--- src/sv/ofdm_subcarrier_allocator_assert.svh ---
// Assertion helpers for the subcarrier allocator.
`ifndef OFDM_SUBCARRIER_ALLOCATOR_ASSERT_SVH
`define OFDM_SUBCARRIER_ALLOCATOR_ASSERT_SVH

// Same-cycle implication, checked while out of reset.
`define OSA_ASSERT_IMP(lbl, clk, rstn, ante, cons) \
  lbl: assert property (@(posedge clk) disable iff (!rstn) (ante) |-> (cons)) \
    else $error("allocator assertion failed");

// Next-cycle implication, checked while out of reset.
`define OSA_ASSERT_NXT(lbl, clk, rstn, ante, cons) \
  lbl: assert property (@(posedge clk) disable iff (!rstn) (ante) |=> (cons)) \
    else $error("allocator assertion failed");

`endif

--- src/sv/osa_pkg.sv ---
package osa_pkg;

  localparam int unsigned IDX_W  = 14;
  localparam int unsigned SLOT_W = 14;
  localparam int unsigned TOT_W  = 15;
  localparam int unsigned LG_W   = 5;
  localparam int unsigned CFG_W  = 7;
  localparam int unsigned ADDR_W = 4;

  localparam logic [LG_W-1:0] LG_MIN = LG_W'(7);

  // floor(y / 25) == (y * RECIP_25) >> RECIP_SHIFT, exact for y below 2^20
  localparam int unsigned   RECIP_SHIFT = 25;
  localparam int unsigned   RECIP_W     = 21;
  localparam logic [20:0]   RECIP_25    = 21'd1342178;

  localparam logic [ADDR_W-1:0] CFG_FFT_LOG2  = ADDR_W'(0);
  localparam logic [ADDR_W-1:0] CFG_NULL_DENS = ADDR_W'(1);

  typedef enum logic [1:0] {
    CLS_NULL   = 2'd0,
    CLS_PILOT  = 2'd1,
    CLS_DATA   = 2'd2,
    CLS_UNUSED = 2'd3
  } osa_class_e;

  // classified carrier, front to back
  typedef struct packed {
    osa_class_e        cls;
    logic [SLOT_W-1:0] slot;   // null slot, zero otherwise
    logic              last;
    logic              first;  // index 0: restart counters
    logic [TOT_W-1:0]  ztot;
  } osa_item_t;

  typedef struct packed {
    osa_class_e        cls;
    logic [SLOT_W-1:0] slot;
    logic              last;
    logic [TOT_W-1:0]  ztot;
    logic [TOT_W-1:0]  ptot;
    logic [TOT_W-1:0]  dtot;
  } osa_res_t;

  typedef struct packed {
    logic full;
    logic valid;
  } osa_qstat_t;

endpackage

--- src/sv/osa_front.sv ---
module osa_front #(
  parameter int unsigned MAX_FFT_LOG2 = 14
) (
  input  logic                            clk_i,
  input  logic                            rst_ni,
  input  logic [3:0]                      fft_log2_i,
  input  logic [osa_pkg::CFG_W-1:0]       density_i,
  input  logic                            valid_i,
  output logic                            ready_o,
  input  logic [osa_pkg::IDX_W-1:0]       index_i,
  input  logic                            full_i,
  output logic                            push_o,
  output osa_pkg::osa_item_t              item_o
);

  localparam int unsigned NW = MAX_FFT_LOG2 + 1;
  localparam int unsigned CW = ((NW > osa_pkg::IDX_W) ? NW : osa_pkg::IDX_W) + 1;
  localparam int unsigned YW = MAX_FFT_LOG2 + 4;
  localparam int unsigned PW = YW + osa_pkg::RECIP_W;

  logic                          vld_q;
  logic [osa_pkg::IDX_W-1:0]     idx_q;
  logic [osa_pkg::LG_W-1:0]      lg_q;
  logic [MAX_FFT_LOG2-1:0]       quo_q;

  logic [osa_pkg::LG_W-1:0]      lg_d;
  logic [YW-1:0]                 y;
  logic [PW-1:0]                 prod;

  // clamp FFT size and scale density by nfft/8
  always_comb begin
    lg_d = {1'b0, fft_log2_i};
    if (lg_d < osa_pkg::LG_MIN) begin
      lg_d = osa_pkg::LG_MIN;
    end else if (lg_d > osa_pkg::LG_W'(MAX_FFT_LOG2)) begin
      lg_d = osa_pkg::LG_W'(MAX_FFT_LOG2);
    end
  end

  assign y    = YW'(density_i) << (lg_d - osa_pkg::LG_W'(3));
  assign prod = PW'(y) * PW'(osa_pkg::RECIP_25);

  assign ready_o = !vld_q || push_o;
  assign push_o  = vld_q && !full_i;

  always_ff @(posedge clk_i or negedge rst_ni) begin
    if (!rst_ni) begin
      vld_q <= 1'b0;
    end else if (ready_o) begin
      vld_q <= valid_i;
    end
  end

  always_ff @(posedge clk_i) begin
    if (ready_o && valid_i) begin
      idx_q <= index_i;
      lg_q  <= lg_d;
      quo_q <= prod[osa_pkg::RECIP_SHIFT +: MAX_FFT_LOG2];
    end
  end

  logic [CW-1:0] nfft, half, zraw, z, h, ix;
  logic          even_first, pilot;

  always_comb begin
    nfft       = CW'(1) << lg_q;
    half       = nfft >> 1;
    zraw       = (CW'(quo_q) << 1) + CW'(2);
    z          = (zraw > nfft) ? nfft : zraw;
    h          = z >> 1;
    ix         = CW'(idx_q);
    even_first = h[0];
    pilot      = 1'b0;

    item_o       = '0;
    item_o.ztot  = osa_pkg::TOT_W'(z);
    item_o.cls   = osa_pkg::CLS_UNUSED;

    if (ix < nfft) begin
      item_o.first = (ix == '0);
      item_o.last  = (ix == nfft - CW'(1));
      priority if (ix < h - CW'(1)) begin
        item_o.cls  = osa_pkg::CLS_NULL;
        item_o.slot = osa_pkg::SLOT_W'(ix);
      end else if (ix == half - CW'(1)) begin
        item_o.cls  = osa_pkg::CLS_NULL;
        item_o.slot = osa_pkg::SLOT_W'(h - CW'(1));
      end else if (ix == half) begin
        item_o.cls  = osa_pkg::CLS_NULL;
        item_o.slot = osa_pkg::SLOT_W'(h);
      end else if (ix >= nfft - h + CW'(1)) begin
        item_o.cls  = osa_pkg::CLS_NULL;
        item_o.slot = osa_pkg::SLOT_W'(ix + z - nfft);
      end else begin
        // forced pilots next to DC and the upper guard, else alternate
        priority if (ix == half - CW'(2) || ix == nfft - h) begin
          pilot = 1'b1;
        end else if (ix < half) begin
          pilot = (ix[0] != even_first);
        end else begin
          pilot = (ix[0] == even_first);
        end
        item_o.cls = pilot ? osa_pkg::CLS_PILOT : osa_pkg::CLS_DATA;
      end
    end
  end

endmodule

--- src/sv/osa_queue.sv ---
module osa_queue (
  input  logic                 clk_i,
  input  logic                 rst_ni,
  input  logic                 push_i,
  input  osa_pkg::osa_item_t   item_i,
  input  logic                 pop_i,
  output osa_pkg::osa_item_t   item_o,
  output osa_pkg::osa_qstat_t  stat_o
);

  osa_pkg::osa_item_t mem_q [2];
  logic               wptr_q, rptr_q;
  logic [1:0]         cnt_q, cnt_d;

  assign stat_o.full  = (cnt_q == 2'd2);
  assign stat_o.valid = (cnt_q != 2'd0);
  assign item_o       = mem_q[rptr_q];

  always_comb begin
    cnt_d = cnt_q;
    unique case ({push_i, pop_i})
      2'b10:   cnt_d = cnt_q + 2'd1;
      2'b01:   cnt_d = cnt_q - 2'd1;
      default: cnt_d = cnt_q;
    endcase
  end

  always_ff @(posedge clk_i or negedge rst_ni) begin
    if (!rst_ni) begin
      wptr_q <= 1'b0;
      rptr_q <= 1'b0;
      cnt_q  <= 2'd0;
    end else begin
      cnt_q <= cnt_d;
      if (push_i) begin
        wptr_q <= !wptr_q;
      end
      if (pop_i) begin
        rptr_q <= !rptr_q;
      end
    end
  end

  always_ff @(posedge clk_i) begin
    if (push_i) begin
      mem_q[wptr_q] <= item_i;
    end
  end

endmodule

--- src/sv/osa_back.sv ---
module osa_back (
  input  logic                 clk_i,
  input  logic                 rst_ni,
  input  logic                 valid_i,
  input  osa_pkg::osa_item_t   item_i,
  output logic                 pop_o,
  output logic                 valid_o,
  input  logic                 ready_i,
  output osa_pkg::osa_res_t    res_o
);

  logic [osa_pkg::TOT_W-1:0] pcnt_q, pcnt_d, dcnt_q, dcnt_d;
  logic [osa_pkg::TOT_W-1:0] pbase, dbase;
  logic                      vld_q;
  osa_pkg::osa_res_t         res_q, res_d;

  assign pop_o   = valid_i && (!vld_q || ready_i);
  assign valid_o = vld_q;
  assign res_o   = res_q;

  // restart both counts on index 0
  assign pbase = item_i.first ? '0 : pcnt_q;
  assign dbase = item_i.first ? '0 : dcnt_q;

  always_comb begin
    pcnt_d     = pcnt_q;
    dcnt_d     = dcnt_q;
    res_d      = res_q;
    if (pop_o) begin
      pcnt_d = pbase;
      dcnt_d = dbase;
      res_d.cls  = item_i.cls;
      res_d.last = item_i.last;
      res_d.ztot = item_i.ztot;
      unique case (item_i.cls)
        osa_pkg::CLS_PILOT: begin
          res_d.slot = pbase[osa_pkg::SLOT_W-1:0];
          pcnt_d     = pbase + osa_pkg::TOT_W'(1);
        end
        osa_pkg::CLS_DATA: begin
          res_d.slot = dbase[osa_pkg::SLOT_W-1:0];
          dcnt_d     = dbase + osa_pkg::TOT_W'(1);
        end
        osa_pkg::CLS_NULL: begin
          res_d.slot = item_i.slot;
        end
        default: begin
          res_d.slot = '0;
        end
      endcase
      res_d.ptot = pcnt_d;
      res_d.dtot = dcnt_d;
    end
  end

  always_ff @(posedge clk_i or negedge rst_ni) begin
    if (!rst_ni) begin
      vld_q  <= 1'b0;
      pcnt_q <= '0;
      dcnt_q <= '0;
    end else begin
      pcnt_q <= pcnt_d;
      dcnt_q <= dcnt_d;
      if (pop_o) begin
        vld_q <= 1'b1;
      end else if (ready_i) begin
        vld_q <= 1'b0;
      end
    end
  end

  always_ff @(posedge clk_i) begin
    res_q <= res_d;
  end

endmodule

--- src/sv/ofdm_subcarrier_allocator.sv ---
// OFDM subcarrier allocator.
// Feed subcarrier indices on the s_axis stream, ascending from 0, one per
// request; each index gives exactly one result on m_axis, in order.
// The result names the carrier class (null, pilot, data or unused), its slot
// within that class, the null count from configuration and the running pilot
// and data counts; tlast marks the last carrier of the FFT.
// Configuration writes (register 0: log2 FFT size, register 1: null density
// in percent) go over the cfg channel, which is always ready; write only
// while no request is in flight.
// Throughput: one carrier per clock while m_axis_tready stays high, set by the
// counter update in the back end. A request passes the input register with the
// null-count multiply, the two-entry queue and the output register to tvalid.
// A stalled receiver holds the output register; the queue and the input
// register then fill and tready drops the cycle after m_axis_tready falls
// when running at full rate, without losing a request.
// Reset restores log2 size 10 and density 0, clears pilot and data counts and
// empties the pipeline.
module ofdm_subcarrier_allocator #(
  parameter int unsigned MAX_FFT_LOG2 = 14
) (
  input  logic                          clk_i,
  input  logic                          rst_ni,
  input  logic                          s_axis_tvalid,
  output logic                          s_axis_tready,
  input  logic [15:0]                   s_axis_tdata,   // carrier_index
  output logic                          m_axis_tvalid,
  input  logic                          m_axis_tready,
  // carrier_class, class_slot, null_total, pilot_total, data_total
  output logic [63:0]                   m_axis_tdata,
  output logic                          m_axis_tlast,   // is_last_carrier
  input  logic                          cfg_valid_i,
  output logic                          cfg_ready_o,
  input  logic [osa_pkg::ADDR_W-1:0]    cfg_addr_i,
  input  logic [osa_pkg::CFG_W-1:0]     cfg_data_i
);

  logic [3:0]                fft_log2_q;
  logic [osa_pkg::CFG_W-1:0] density_q;

  assign cfg_ready_o = 1'b1;

  always_ff @(posedge clk_i or negedge rst_ni) begin
    if (!rst_ni) begin
      fft_log2_q <= 4'd10;
      density_q  <= '0;
    end else if (cfg_valid_i && cfg_ready_o) begin
      if (cfg_addr_i == osa_pkg::CFG_FFT_LOG2) begin
        fft_log2_q <= cfg_data_i[3:0];
      end else if (cfg_addr_i == osa_pkg::CFG_NULL_DENS) begin
        density_q <= cfg_data_i;
      end
    end
  end

  logic                push;
  logic                pop;
  osa_pkg::osa_item_t  front_item, queue_item;
  osa_pkg::osa_qstat_t qstat;
  osa_pkg::osa_res_t   res;

  osa_front #(
    .MAX_FFT_LOG2(MAX_FFT_LOG2)
  ) u_front (
    .clk_i      (clk_i),
    .rst_ni     (rst_ni),
    .fft_log2_i (fft_log2_q),
    .density_i  (density_q),
    .valid_i    (s_axis_tvalid),
    .ready_o    (s_axis_tready),
    .index_i    (s_axis_tdata[osa_pkg::IDX_W-1:0]),
    .full_i     (qstat.full),
    .push_o     (push),
    .item_o     (front_item)
  );

  osa_queue u_queue (
    .clk_i  (clk_i),
    .rst_ni (rst_ni),
    .push_i (push),
    .item_i (front_item),
    .pop_i  (pop),
    .item_o (queue_item),
    .stat_o (qstat)
  );

  osa_back u_back (
    .clk_i   (clk_i),
    .rst_ni  (rst_ni),
    .valid_i (qstat.valid),
    .item_i  (queue_item),
    .pop_o   (pop),
    .valid_o (m_axis_tvalid),
    .ready_i (m_axis_tready),
    .res_o   (res)
  );

  assign m_axis_tdata = {3'b000, res.dtot, res.ptot, res.ztot, res.slot, res.cls};
  assign m_axis_tlast = res.last;

  logic pilot_out, data_out, pilot_cnt_ok, data_cnt_ok, last_out, last_ok;

  assign pilot_out    = m_axis_tvalid && (res.cls == osa_pkg::CLS_PILOT);
  assign data_out     = m_axis_tvalid && (res.cls == osa_pkg::CLS_DATA);
  assign pilot_cnt_ok = res.ptot[osa_pkg::SLOT_W-1:0] == res.slot + osa_pkg::SLOT_W'(1);
  assign data_cnt_ok  = res.dtot[osa_pkg::SLOT_W-1:0] == res.slot + osa_pkg::SLOT_W'(1);
  assign last_out     = m_axis_tvalid && m_axis_tlast;
  assign last_ok      = (res.cls != osa_pkg::CLS_UNUSED);

`include "ofdm_subcarrier_allocator_assert.svh"

  // a pilot's count after it is its slot plus one
  `OSA_ASSERT_IMP(a_pilot_count, clk_i, rst_ni, pilot_out, pilot_cnt_ok)
  // likewise for data carriers
  `OSA_ASSERT_IMP(a_data_count, clk_i, rst_ni, data_out, data_cnt_ok)
  // the last carrier is always inside the FFT
  `OSA_ASSERT_IMP(a_last_in_range, clk_i, rst_ni, last_out, last_ok)
  // a popped request always lands in the output register
  `OSA_ASSERT_NXT(a_pop_lands, clk_i, rst_ni, pop, m_axis_tvalid)

endmodule

--- config.mk ---
export PLATFORM = sky130hd
export DESIGN_NAME = ofdm_subcarrier_allocator
export DESIGN_NICKNAME = d
export VERILOG_FILES = /design/src/sv/osa_pkg.sv /design/src/sv/osa_front.sv /design/src/sv/osa_queue.sv /design/src/sv/osa_back.sv /design/src/sv/ofdm_subcarrier_allocator.sv
export VERILOG_INCLUDE_DIRS = /design/src /design/src/sv
export SDC_FILE = /design/constraint.sdc
export NUM_CORES = 1
export LEC_CHECK = 0
export ABC_AREA = 1
export BUFFER_PORTS_ARGS = -buffer_cell sky130_fd_sc_hd__buf_2
export CORE_ASPECT_RATIO = 0.9
export CORE_MARGIN = 5
export CORE_UTILIZATION = 35
export DETAILED_ROUTE_END_ITERATION = 8
export PLACE_DENSITY_LB_ADDON = 0.3
export SLEW_MARGIN = 10
export SYNTH_ARGS = -nofsm -noshare
export SYNTH_HDL_FRONTEND = slang
export SYNTH_SLANG_ARGS = --single-unit
--- constraint.sdc ---
create_clock -name clk_i -period 9.68 [get_ports clk_i]
set_clock_uncertainty 0.15 [all_clocks]
set_input_delay 0.484 -clock clk_i [delete_from_list [all_inputs] [get_ports clk_i]]
set_output_delay 0.484 -clock clk_i [all_outputs]
set_load 0.005 [all_outputs]
==> results_dict.tcl, run 1 <==
set metrics [dict create \
    die_w_um 271.1 \
    pin_count 100 \
    path_delay_family "adder cells" \
    grt.overflow.total 0 \
    nFillCells 6232 \
    cts_setup_buffers 0 \
    synthArstFlopShare_pct 22.71 \
    drive_gt1_share_pct 9.061 \
    cp_common_cell "fa_1" \
    synth_edf_count 160 \
    syn_area_um2 21470 \
    gp_congestion 0.9459 \
    min-delay-start "cfg_data_i[5]" \
    rr_endpoint "u_front.quo_q[11]$_DFFE_PP_" \
    ys_seq_area_share_pct 27.86 \
    coreArea_um2 61010 \
    fmax_mhz 118.4 \
    grt_setup_unrepaired "no" \
    status "completed" \
    antenna_found_initial 1 \
    drtAntennaViolNets 0 \
    ys.flop_type "edfxtp_1" \
    cts_made_buffers 24 \
    syn_area_per_cell_um2 8.221 \
    pre_cts_ws_ps 1271 \
    setup_viol 0 \
    initial_utilization_pct 35.20 \
    timing.hold.ws_ps 43.17 \
    crit_arrival_ps 8600 \
    vias_per_cell 4.912 \
    hold_class "in2reg" \
    cp_num_buf_inv 4 \
    synth.most_common_cell "nand2_1" \
    grt_pass1_wl_um 93170 \
    cts.sinks 207 \
    rows 86 \
    synth_cells 2612 \
    worstSkewPairLatency_ps 560 \
    crit_path_end_kind "flop" \
    synth_top_cell_by_area "edfxtp_1" \
    tns_ps 0 \
    synth.yosys.warnings 0 \
    wirelength_um 59100 \
    r2r_cells 27 \
    r2r_slack_ps 1240 \
    cp-start-kind "flop" \
    num_vias 17500 \
    finalWorstSetupSlack_ps 1237 \
    finalHoldViolations 0 \
    crit_required_ps 9840 \
    final_nets 3181 \
    gr-usage-all-layers_pct 17.50 \
    cts.htree.levels 1 \
    synth_top_area_share_pct 22.37 \
    cts_root_buf "clkbuf_16" \
    grt_pass1_vias 16940 \
    clk_pin_slew_ps 70 \
    crit_type "reg2reg" \
    tightest_slew_ps 1024 \
    synth_area_leaders "edfxtp_1, ha_1, fa_1" \
    first_pass_iters 6 \
    area_growth_pct 11.64 \
    cts_tree "yes" \
    synthTopCellsByCount "nand2_1, inv_1, ha_1, nor2_1, edfxtp_1" \
    drv_slew 0 \
    hpwl_um 47810 \
    grt_max_degree 84 \
    whs_path_depth 3 \
    drc_errors 0 \
    fp.dieH_um 245.0 \
    fin_crit_sh_pct 87.22 \
    cpMaxStageDelayCell "a21boi_0" \
    dieArea_um2 66420 \
    port_buffers 93 \
    ys_types 66 \
    crit_fanout 16 \
    holdPathEnd "density_q[5]$_DFFE_PN0P_" \
    drt-initial-drc-count 1312 \
    cap_violations 0 \
    fin_crit_ps 8443 \
    regToRegStartpoint "fft_log2_q[1]$_DFFE_PN1P_" \
    maxSlewHeadroom_pct 31.14 \
    wl_per_cell_um 16.59 \
    critPathMaxStageDelay_ps 810 \
    synth.ff_latch_count 207 \
    cts_buffer_depth 3 \
    diodes 0 \
]
area by class of cell:
class                   instances  area, um^2  share of cell area (%)
repair buffers                149       925.9                   3.862
multi-input cells            1875       13460                   56.14
well taps                     792       991.0                   4.133
inverters                     495        1861                   7.761
flip-flops and latches        207        5983                   24.96
clock inverters                18       146.4                  0.6106
clock buffers                  26       608.1                   2.536
sequential cells by signal, summed over array words and instances, names as in the netlist:
register and cells:
u_front.vld_q 1, u_queue.mem_q 66, u_front.idx_q 14, u_queue.cnt_q 2
fft_log2_q 4, u_back.pcnt_q 15, u_back.valid_o 1, u_front.lg_q 4
u_front.quo_q 14, u_back.res_o 62, u_queue.rptr_q 1, u_back.dcnt_q 15
density_q 7, u_queue.wptr_q 1
logic make-up (layout without fill, tap and decap cells):
kind of cell / after synthesis / count (layout) / share of synthesized area [%]
AO/OA/AOI/OAI: 291 / 291 / 7.802
XOR/XNOR: 129 / 129 / 5.261
adder cells (fa/ha/maj): 397 / 397 / 27.71
buffers and inverters: 532 / 688 / 9.619
flip-flops: 207 / 207 / 27.86
multiplexers: 2 / 2 / 0.09323
other: 2 / 4 / 0.03497
AND/OR/NAND/NOR: 1052 / 1052 / 21.62
metal layers:
layer | wire [um] | track usage (%) | share of wire [%]
met5 | 13 | 0 | 0.022
met2 | 27080 | 28.92 | 46
met1 | 26760 | 24.22 | 45
met3 | 3590 | 2.659 | 6.1
met4 | 1649 | 4.496 | 2.8
worst max-delay path by stage:
stage / start / cells after the start / to
finish: fft_log2_q[1]$_DFFE_PN1P_ / 27 / u_front.quo_q[11]$_DFFE_PP_
global placement: fft_log2_q[1]$_DFFE_PN1P_ / 27 / u_front.quo_q[11]$_DFFE_PP_
global route: u_front.lg_q[3]$_DFFE_PP_ / 41 / u_queue.mem_q[1][23]$_DFFE_PP_
floorplan: fft_log2_q[1]$_DFFE_PN1P_ / 28 / u_front.quo_q[11]$_DFFE_PP_
detailed placement: fft_log2_q[1]$_DFFE_PN1P_ / 27 / u_front.quo_q[11]$_DFFE_PP_
CTS: fft_log2_q[1]$_DFFE_PN1P_ / 27 / u_front.quo_q[11]$_DFFE_PP_
repair_timing:
item,in CTS,in global routing
resized for setup,0,0
hold buffers,16,0
endpoints found under the hold margin,60,0
worst register-to-register path: stages, from the launching register on:
cell and delay [ps]:
dfstp_2 540, inv_1 50, o21ai_0 140, nand2_1 280, ha_1 320, xor2_1 530, nor2_1 160, nand2_1 100
a21boi_0 810, inv_1 490, ha_1 490, fa_1 420, fa_1 540, inv_1 60, fa_1 470, fa_1 540
inv_1 50, fa_1 410, ha_1 310, a21oi_1 160, nor2_1 50, a211oi_1 320, o221ai_1 190, a21boi_0 180
nand2_1 130, nand3_1 90, nand2_1 60, xor2_1 140
per-stage QoR:
stage | area [um^2] | utilization [%] | std cells
2_1_floorplan | 21480 | - | 2614
3_3_place_gp | 23060 | 37.80 | 3502
3_5_place_dp | 23060 | 37.80 | 3502
4_1_cts | 23970 | 39.29 | 3562
5_1_grt | 23970 | 39.29 | 3562
6_report | 23970 | 39.29 | 3562
layout by cell type (no fill, tap or decap), types with 5 or more instances in the layout:
cell type and instances:
a211oi_1 8, a21o_1 9, a21oi_1 102, and2_1 7
buf_2 93, buf_4 40, clkbuf_16 24, clkinv_1 11
clkinv_2 5, dfrtp_1 45, dlygate4sd3_1 16, edfxtp_1 160
fa_1 131, ha_1 266, inv_1 479, inv_2 9
nand2_1 539, nand2_2 20, nand3_1 133, nand3_2 6
nand3b_1 6, nand4_1 44, nor2_1 205, nor2_2 12
nor2_4 7, nor3_1 33, nor4_1 16, o2111ai_1 5
o211ai_1 6, o21a_1 6, o21ai_0 110, o221ai_1 7
o311ai_0 5, or2_2 10, xnor2_1 23, xor2_1 106
Power of run 1 is left out: the tool's default activity adds up to more than one toggle a clock period on the data nets, which glitch-free logic cannot reach.
==> inputs of run 2 (changes only) <==
--- a/config.mk
+++ b/config.mk
@@ -12,6 +12,7 @@
 export CORE_MARGIN = 5
 export CORE_UTILIZATION = 35
 export DETAILED_ROUTE_END_ITERATION = 8
+export MAX_ROUTING_LAYER = met4
 export PLACE_DENSITY_LB_ADDON = 0.3
 export SLEW_MARGIN = 10
 export SYNTH_ARGS = -nofsm -noshare
==> run 2 against run 1 <==
Flip-flop and latch count unchanged. Non-clock buffer count decreased by 1. Wire length decreased by 0.32%. Global-route usage increased by 0.38 points. Clock-buffer cell count increased by 3. Die area unchanged.
==> results_dict.tcl, run 2 (same netlist as run 1, synthesis figures left out) <==
set metrics [dict create \
    gp_congestion 0.9938 \
    clk_pin_slew_ps 70 \
    holdPathEnd "density_q[5]$_DFFE_PN0P_" \
    cts_root_buf "clkbuf_16" \
    maxSlewHeadroom_pct 28.08 \
    drtAntennaViolNets 0 \
    num_vias 17330 \
    initial_utilization_pct 35.20 \
    tightest_slew_ps 1067 \
    min-delay-start "cfg_data_i[5]" \
    crit_type "reg2reg" \
    grt_pass1_vias 16830 \
    dieArea_um2 66420 \
    grt.overflow.total 0 \
    wirelength_um 58910 \
    pin_count 100 \
    crit_fanout 16 \
    largest_reg_flops 66 \
    drive_gt1_share_pct 9.002 \
    port_buffers 93 \
    final_cell_mix "nand2_1, inv_1, ha_1" \
    ctsResizeCount 0 \
    status "completed" \
    setup_viol 0 \
    fmax_mhz 118.1 \
    cts.sinks 207 \
    cap_violations 0 \
    vias_per_cell 4.872 \
    fp.dieH_um 245.0 \
    gr-usage-all-layers_pct 17.89 \
    layout_commonest_cell "nand2_1" \
    regMostFlops "u_queue.mem_q" \
    crit_path_end_kind "flop" \
    diodes 0 \
    cts_made_buffers 23 \
    cts_tree "yes" \
    rows 86 \
    rr_endpoint "u_front.quo_q[11]$_DFFE_PP_" \
    finalHoldViolations 0 \
    r2r_slack_ps 1210 \
    worstSkewPairLatency_ps 560 \
    coreArea_um2 61010 \
    grt_max_degree 90 \
    final_nets 3179 \
    area_growth_pct 11.80 \
    tns_ps 0 \
    r2r_cells 27 \
    wl_per_cell_um 16.56 \
    drv_slew 0 \
    drc_errors 0 \
    hold_class "in2reg" \
    drt-initial-drc-count 1274 \
    die_w_um 271.1 \
    fin_crit_sh_pct 87.48 \
    whs_path_depth 3 \
    hpwl_um 48060 \
    crit_arrival_ps 8610 \
    cts.htree.levels 1 \
    cts_buffer_depth 3 \
    first_pass_iters 6 \
    cp-start-kind "flop" \
    antenna_found_initial 0 \
    grt_setup_unrepaired "no" \
    crit_required_ps 9830 \
    regToRegStartpoint "fft_log2_q[1]$_DFFE_PN1P_" \
    grt_pass1_wl_um 92920 \
    fin_crit_ps 8468 \
]
## run 2: stage by stage
stage	setup slack [ps]	area [um^2]	utilization [%]	hold slack, ps	instances
4_1_cts	1228	24010	39.35	11.45	3558
3_3_place_gp	1281	23060	37.79	312.9	3501
6_report	1212	24010	39.35	39.89	3558
2_1_floorplan	2309	21480	-	38.41	2614
5_1_grt	507.1	24010	39.35	28.41	3558
3_5_place_dp	1252	23060	37.79	317.2	3501
## run 2: layout make-up
cell class              instances  area [um^2]
multi-input cells            1875        13460
repair buffers                148        918.4
clock buffers                  29        608.1
flip-flops and latches        207         5983
well taps                     792        991.0
clock inverters                12        183.9
fillers                      6260        37000
inverters                     495         1861
## run 2: worst max-delay path by stage
stage / from / endpoint / slack (ps)
floorplan: fft_log2_q[1]$_DFFE_PN1P_ / u_front.quo_q[11]$_DFFE_PP_ / 2310
global placement: fft_log2_q[1]$_DFFE_PN1P_ / u_front.quo_q[11]$_DFFE_PP_ / 1280
detailed placement: fft_log2_q[1]$_DFFE_PN1P_ / u_front.quo_q[11]$_DFFE_PP_ / 1250
CTS: u_front.lg_q[3]$_DFFE_PP_ / u_queue.mem_q[0][26]$_DFFE_PP_ / 1230
global route: u_front.lg_q[3]$_DFFE_PP_ / u_queue.mem_q[1][26]$_DFFE_PP_ / 510
finish: fft_log2_q[1]$_DFFE_PN1P_ / u_front.quo_q[11]$_DFFE_PP_ / 1210
## run 2: timing repair
item / CTS / global route
hold endpoints to repair: 60 / 0
setup buffers: 0 / 0
hold buffers: 16 / 0
endpoints found under the setup margin: 0 / 0
## run 2: critical path, stage by stage, from the launching register on
cell and delay (ps):
dfstp_2 540, inv_1 50, o21ai_0 150, nand2_1 290, ha_1 330, xor2_1 530
nor2_1 150, nand2_1 100, a21boi_0 800, inv_1 460, ha_1 470, fa_1 420
fa_1 550, inv_1 60, fa_1 470, fa_1 540, inv_1 50, fa_1 410
ha_1 320, a21oi_1 160, nor2_1 50, a211oi_1 360, o221ai_1 210, a21boi_0 190
nand2_1 130, nand3_1 90, nand2_1 60, xor2_1 140
## run 2: metal layers
metal  routed length [um]  share of wire [%]  up-vias  GRT usage [%]
met3                 3284                5.6       70          2.170
met1                27420                 47     8113          24.66
met4                 1083                1.8        0          2.982
li1                     -                  -     8754              -
met2                27120                 46      396          29.06
met5                    0                  0        -              -
Power of run 2 is left out for the same reason.
==> inputs of run 3 (changes only) <==
--- a/config.mk
+++ b/config.mk
@@ -8,6 +8,7 @@
 export LEC_CHECK = 0
 export ABC_AREA = 1
 export BUFFER_PORTS_ARGS = -buffer_cell sky130_fd_sc_hd__buf_2
+export CAP_MARGIN = 20
 export CORE_ASPECT_RATIO = 0.9
 export CORE_MARGIN = 5
 export CORE_UTILIZATION = 35
@@ -17,4 +18,5 @@
 export SLEW_MARGIN = 10
 export SYNTH_ARGS = -nofsm -noshare
 export SYNTH_HDL_FRONTEND = slang
+export SYNTH_HIERARCHICAL = 1
 export SYNTH_SLANG_ARGS = --single-unit
==> run 3 against run 2 <==
Non-clock buffer count shrank 18. Design area grew 1.6%. Critical path depth grew 10. Setup slack gained 86 ps. Synthesized cell count grew 5.9%. First-iteration DRC count grew 43%. Sequential share of layout area shrank 0.39 points. Die area grew 2.9%. Core utilization shrank 0.38 points. Highest routed layer unchanged.
==> results_dict.tcl, run 3 <==
set metrics [dict create \
    status "completed" \
    cts_tree "yes" \
    tightest_slew_ps 1062 \
    num_vias 18150 \
    vias_per_cell 4.850 \
    grt.overflow.total 0 \
    cts.htree.levels 1 \
    cap_violations 0 \
    crit_required_ps 9790 \
    final_cell_mix "nand2_1, inv_1, ha_1" \
    nFillCells 6541 \
    cts_root_buf "clkbuf_16" \
    area_growth_pct 10.29 \
    cp-startpoint "u_front/lg_q[3]$_DFFE_PP_" \
    synth.yosys.warnings 6 \
    ys_types 59 \
    finalHoldViolations 0 \
    crit_fanout 19 \
    gp_congestion 0.9578 \
    rows 87 \
    hpwl_um 48940 \
    regToRegStartpoint "u_front/lg_q[3]$_DFFE_PP_" \
    synthTopCellsByCount "nand2_1, inv_1, ha_1, nor2_1, edfxtp_1" \
    gr-usage-all-layers_pct 17.62 \
    synth_cells 2767 \
    cp_common_cell "nand2_1" \
    grt_max_degree 93 \
    drv_slew 0 \
    grt_setup_unrepaired "no" \
    crit_path_end_kind "flop" \
    ctsResizeCount 0 \
    critPathMaxStageDelay_ps 790 \
    fin_area_um2 24390 \
    fin_crit_ps 8382 \
    synth_top_cell_by_area "edfxtp_1" \
    dieArea_um2 68320 \
    first_pass_iters 5 \
    cts_setup_buffers 0 \
    maxSlewHeadroom_pct 29.21 \
    synth_top_area_share_pct 21.73 \
    tns_ps 0 \
    wl_per_cell_um 15.93 \
    min-delay-start "cfg_data_i[3]" \
    hold_class "in2reg" \
    cts.sinks 207 \
    cp_num_buf_inv 6 \
    port_buffers 93 \
    postCtsHoldBufs 15 \
    drtAntennaViolNets 0 \
    syn_area_um2 22110 \
    antenna_found_initial 2 \
    cpMaxStageDelayCell "edfxtp_1" \
    pin_count 100 \
    synth_edf_count 160 \
    final_nets 3301 \
    synth.ff_latch_count 207 \
    setup_viol 0 \
    synthArstFlopShare_pct 22.71 \
    crit_type "reg2reg" \
    fmax_mhz 119.3 \
    path_delay_family "simple AND/OR/NAND/NOR gates" \
    drive_gt1_share_pct 9.081 \
    layout_commonest_cell "nand2_1" \
    die_w_um 275.0 \
    wirelength_um 59610 \
    largest_reg_flops 66 \
    coreArea_um2 62590 \
    cts_buffer_depth 3 \
    cp-start-kind "flop" \
    drt-initial-drc-count 1827 \
    initial_utilization_pct 35.33 \
    place_area_um2 23470 \
    ys_seq_area_share_pct 27.06 \
    synth.most_common_cell "nand2_1" \
    worstSkewPairLatency_ps 550 \
    grt_pass1_vias 17020 \
    syn_area_per_cell_um2 7.992 \
    ys.flop_type "edfxtp_1" \
    synth_area_leaders "edfxtp_1, ha_1, fa_1" \
    drc_errors 0 \
    crit_arrival_ps 8490 \
    cts_made_buffers 24 \
    fin_crit_sh_pct 86.59 \
    regMostFlops "u_queue/mem_q" \
    clk_pin_slew_ps 60 \
    fp.dieH_um 248.5 \
    grt_pass1_wl_um 94560 \
]
run 3: cell types whose count changed in the layout (fill, tap and decap cells not counted), moves of 9 or more:
cell and change:
a21oi_2 +10, buf_4 -17, inv_1 +37, nand2_1 +95, nor2_1 +13, nor2_2 +13
nor3_1 -9, nor4_1 -10, xor2_1 -24
run 3: metrics by stage:
step | hold slack [ps] | worst slack (ps) | util, % | cells
2_1_floorplan | 38.41 | 2235 | - | 2769
3_3_place_gp | 309.8 | 1529 | 37.49 | 3682
3_5_place_dp | 312.9 | 1531 | 37.49 | 3682
4_1_cts | 7.709 | 1481 | 38.96 | 3741
5_1_grt | 32.85 | 668.6 | 38.97 | 3743
6_report | 40.83 | 1298 | 38.97 | 3743
run 3: kinds of logic after synthesis:
family | count (synthesis) | share of synthesized area, %
simple gates | 1149 | 22.62
buf+inv | 585 | 10.81
compound gates | 323 | 8.390
other cells | 2 | 0.03396
fa+ha+maj | 391 | 26.57
xor+xnor | 110 | 4.526
flops | 207 | 27.06
run 3: worst register-to-register path, delay by kind of cell (launching register included):
kind	cells	cell delay [ps]
AOI/OAI and AO/OA	2	450
DFF	1	790
xor gates and xnor gates	2	400
adders and majority gates	4	1310
buffers and inverters	6	1200
and+or+nand+nor	23	3790
run 3: area by class of cell:
| type | count | area [um^2] | share of cell area, % |
|---|---|---|---|
| diodes | 2 | 5.005 | 0.02052 |
| clock buffers | 25 | 604.3 | 2.478 |
| clock inverters | 19 | 165.2 | 0.6771 |
| inverters | 538 | 2026 | 8.305 |
| multi-input cells | 1977 | 13770 | 56.45 |
| flip-flops and latches | 207 | 5984 | 24.54 |
| well taps | 845 | 1057 | 4.335 |
| repair buffers | 130 | 780.7 | 3.201 |
run 3: path summary, 6_finish.rpt:
path	endpoint	slack (ps)	cells after the start
worst max-delay path	u_queue/mem_q[1][19]$_DFFE_PP_	1300	37
worst min-delay path	fft_log2_q[3]$_DFFE_PN1P_	40	3
worst max register to register	u_queue/mem_q[1][19]$_DFFE_PP_	1300	37
worst min register to register	fft_log2_q[1]$_DFFE_PN1P_	330	2
max in group asynchronous	u_queue/rptr_q$_DFFE_PN0P_	8480	3
min in group asynchronous	u_queue/rptr_q$_DFFE_PN0P_	440	3
run 3: routing by layer:
metal	wire [um]	track usage, %
met5	0	-
met4	1259	3.628
met3	3638	2.256
met2	25610	26.00
met1	29110	26.02
Power of run 3 is left out for the same reason.
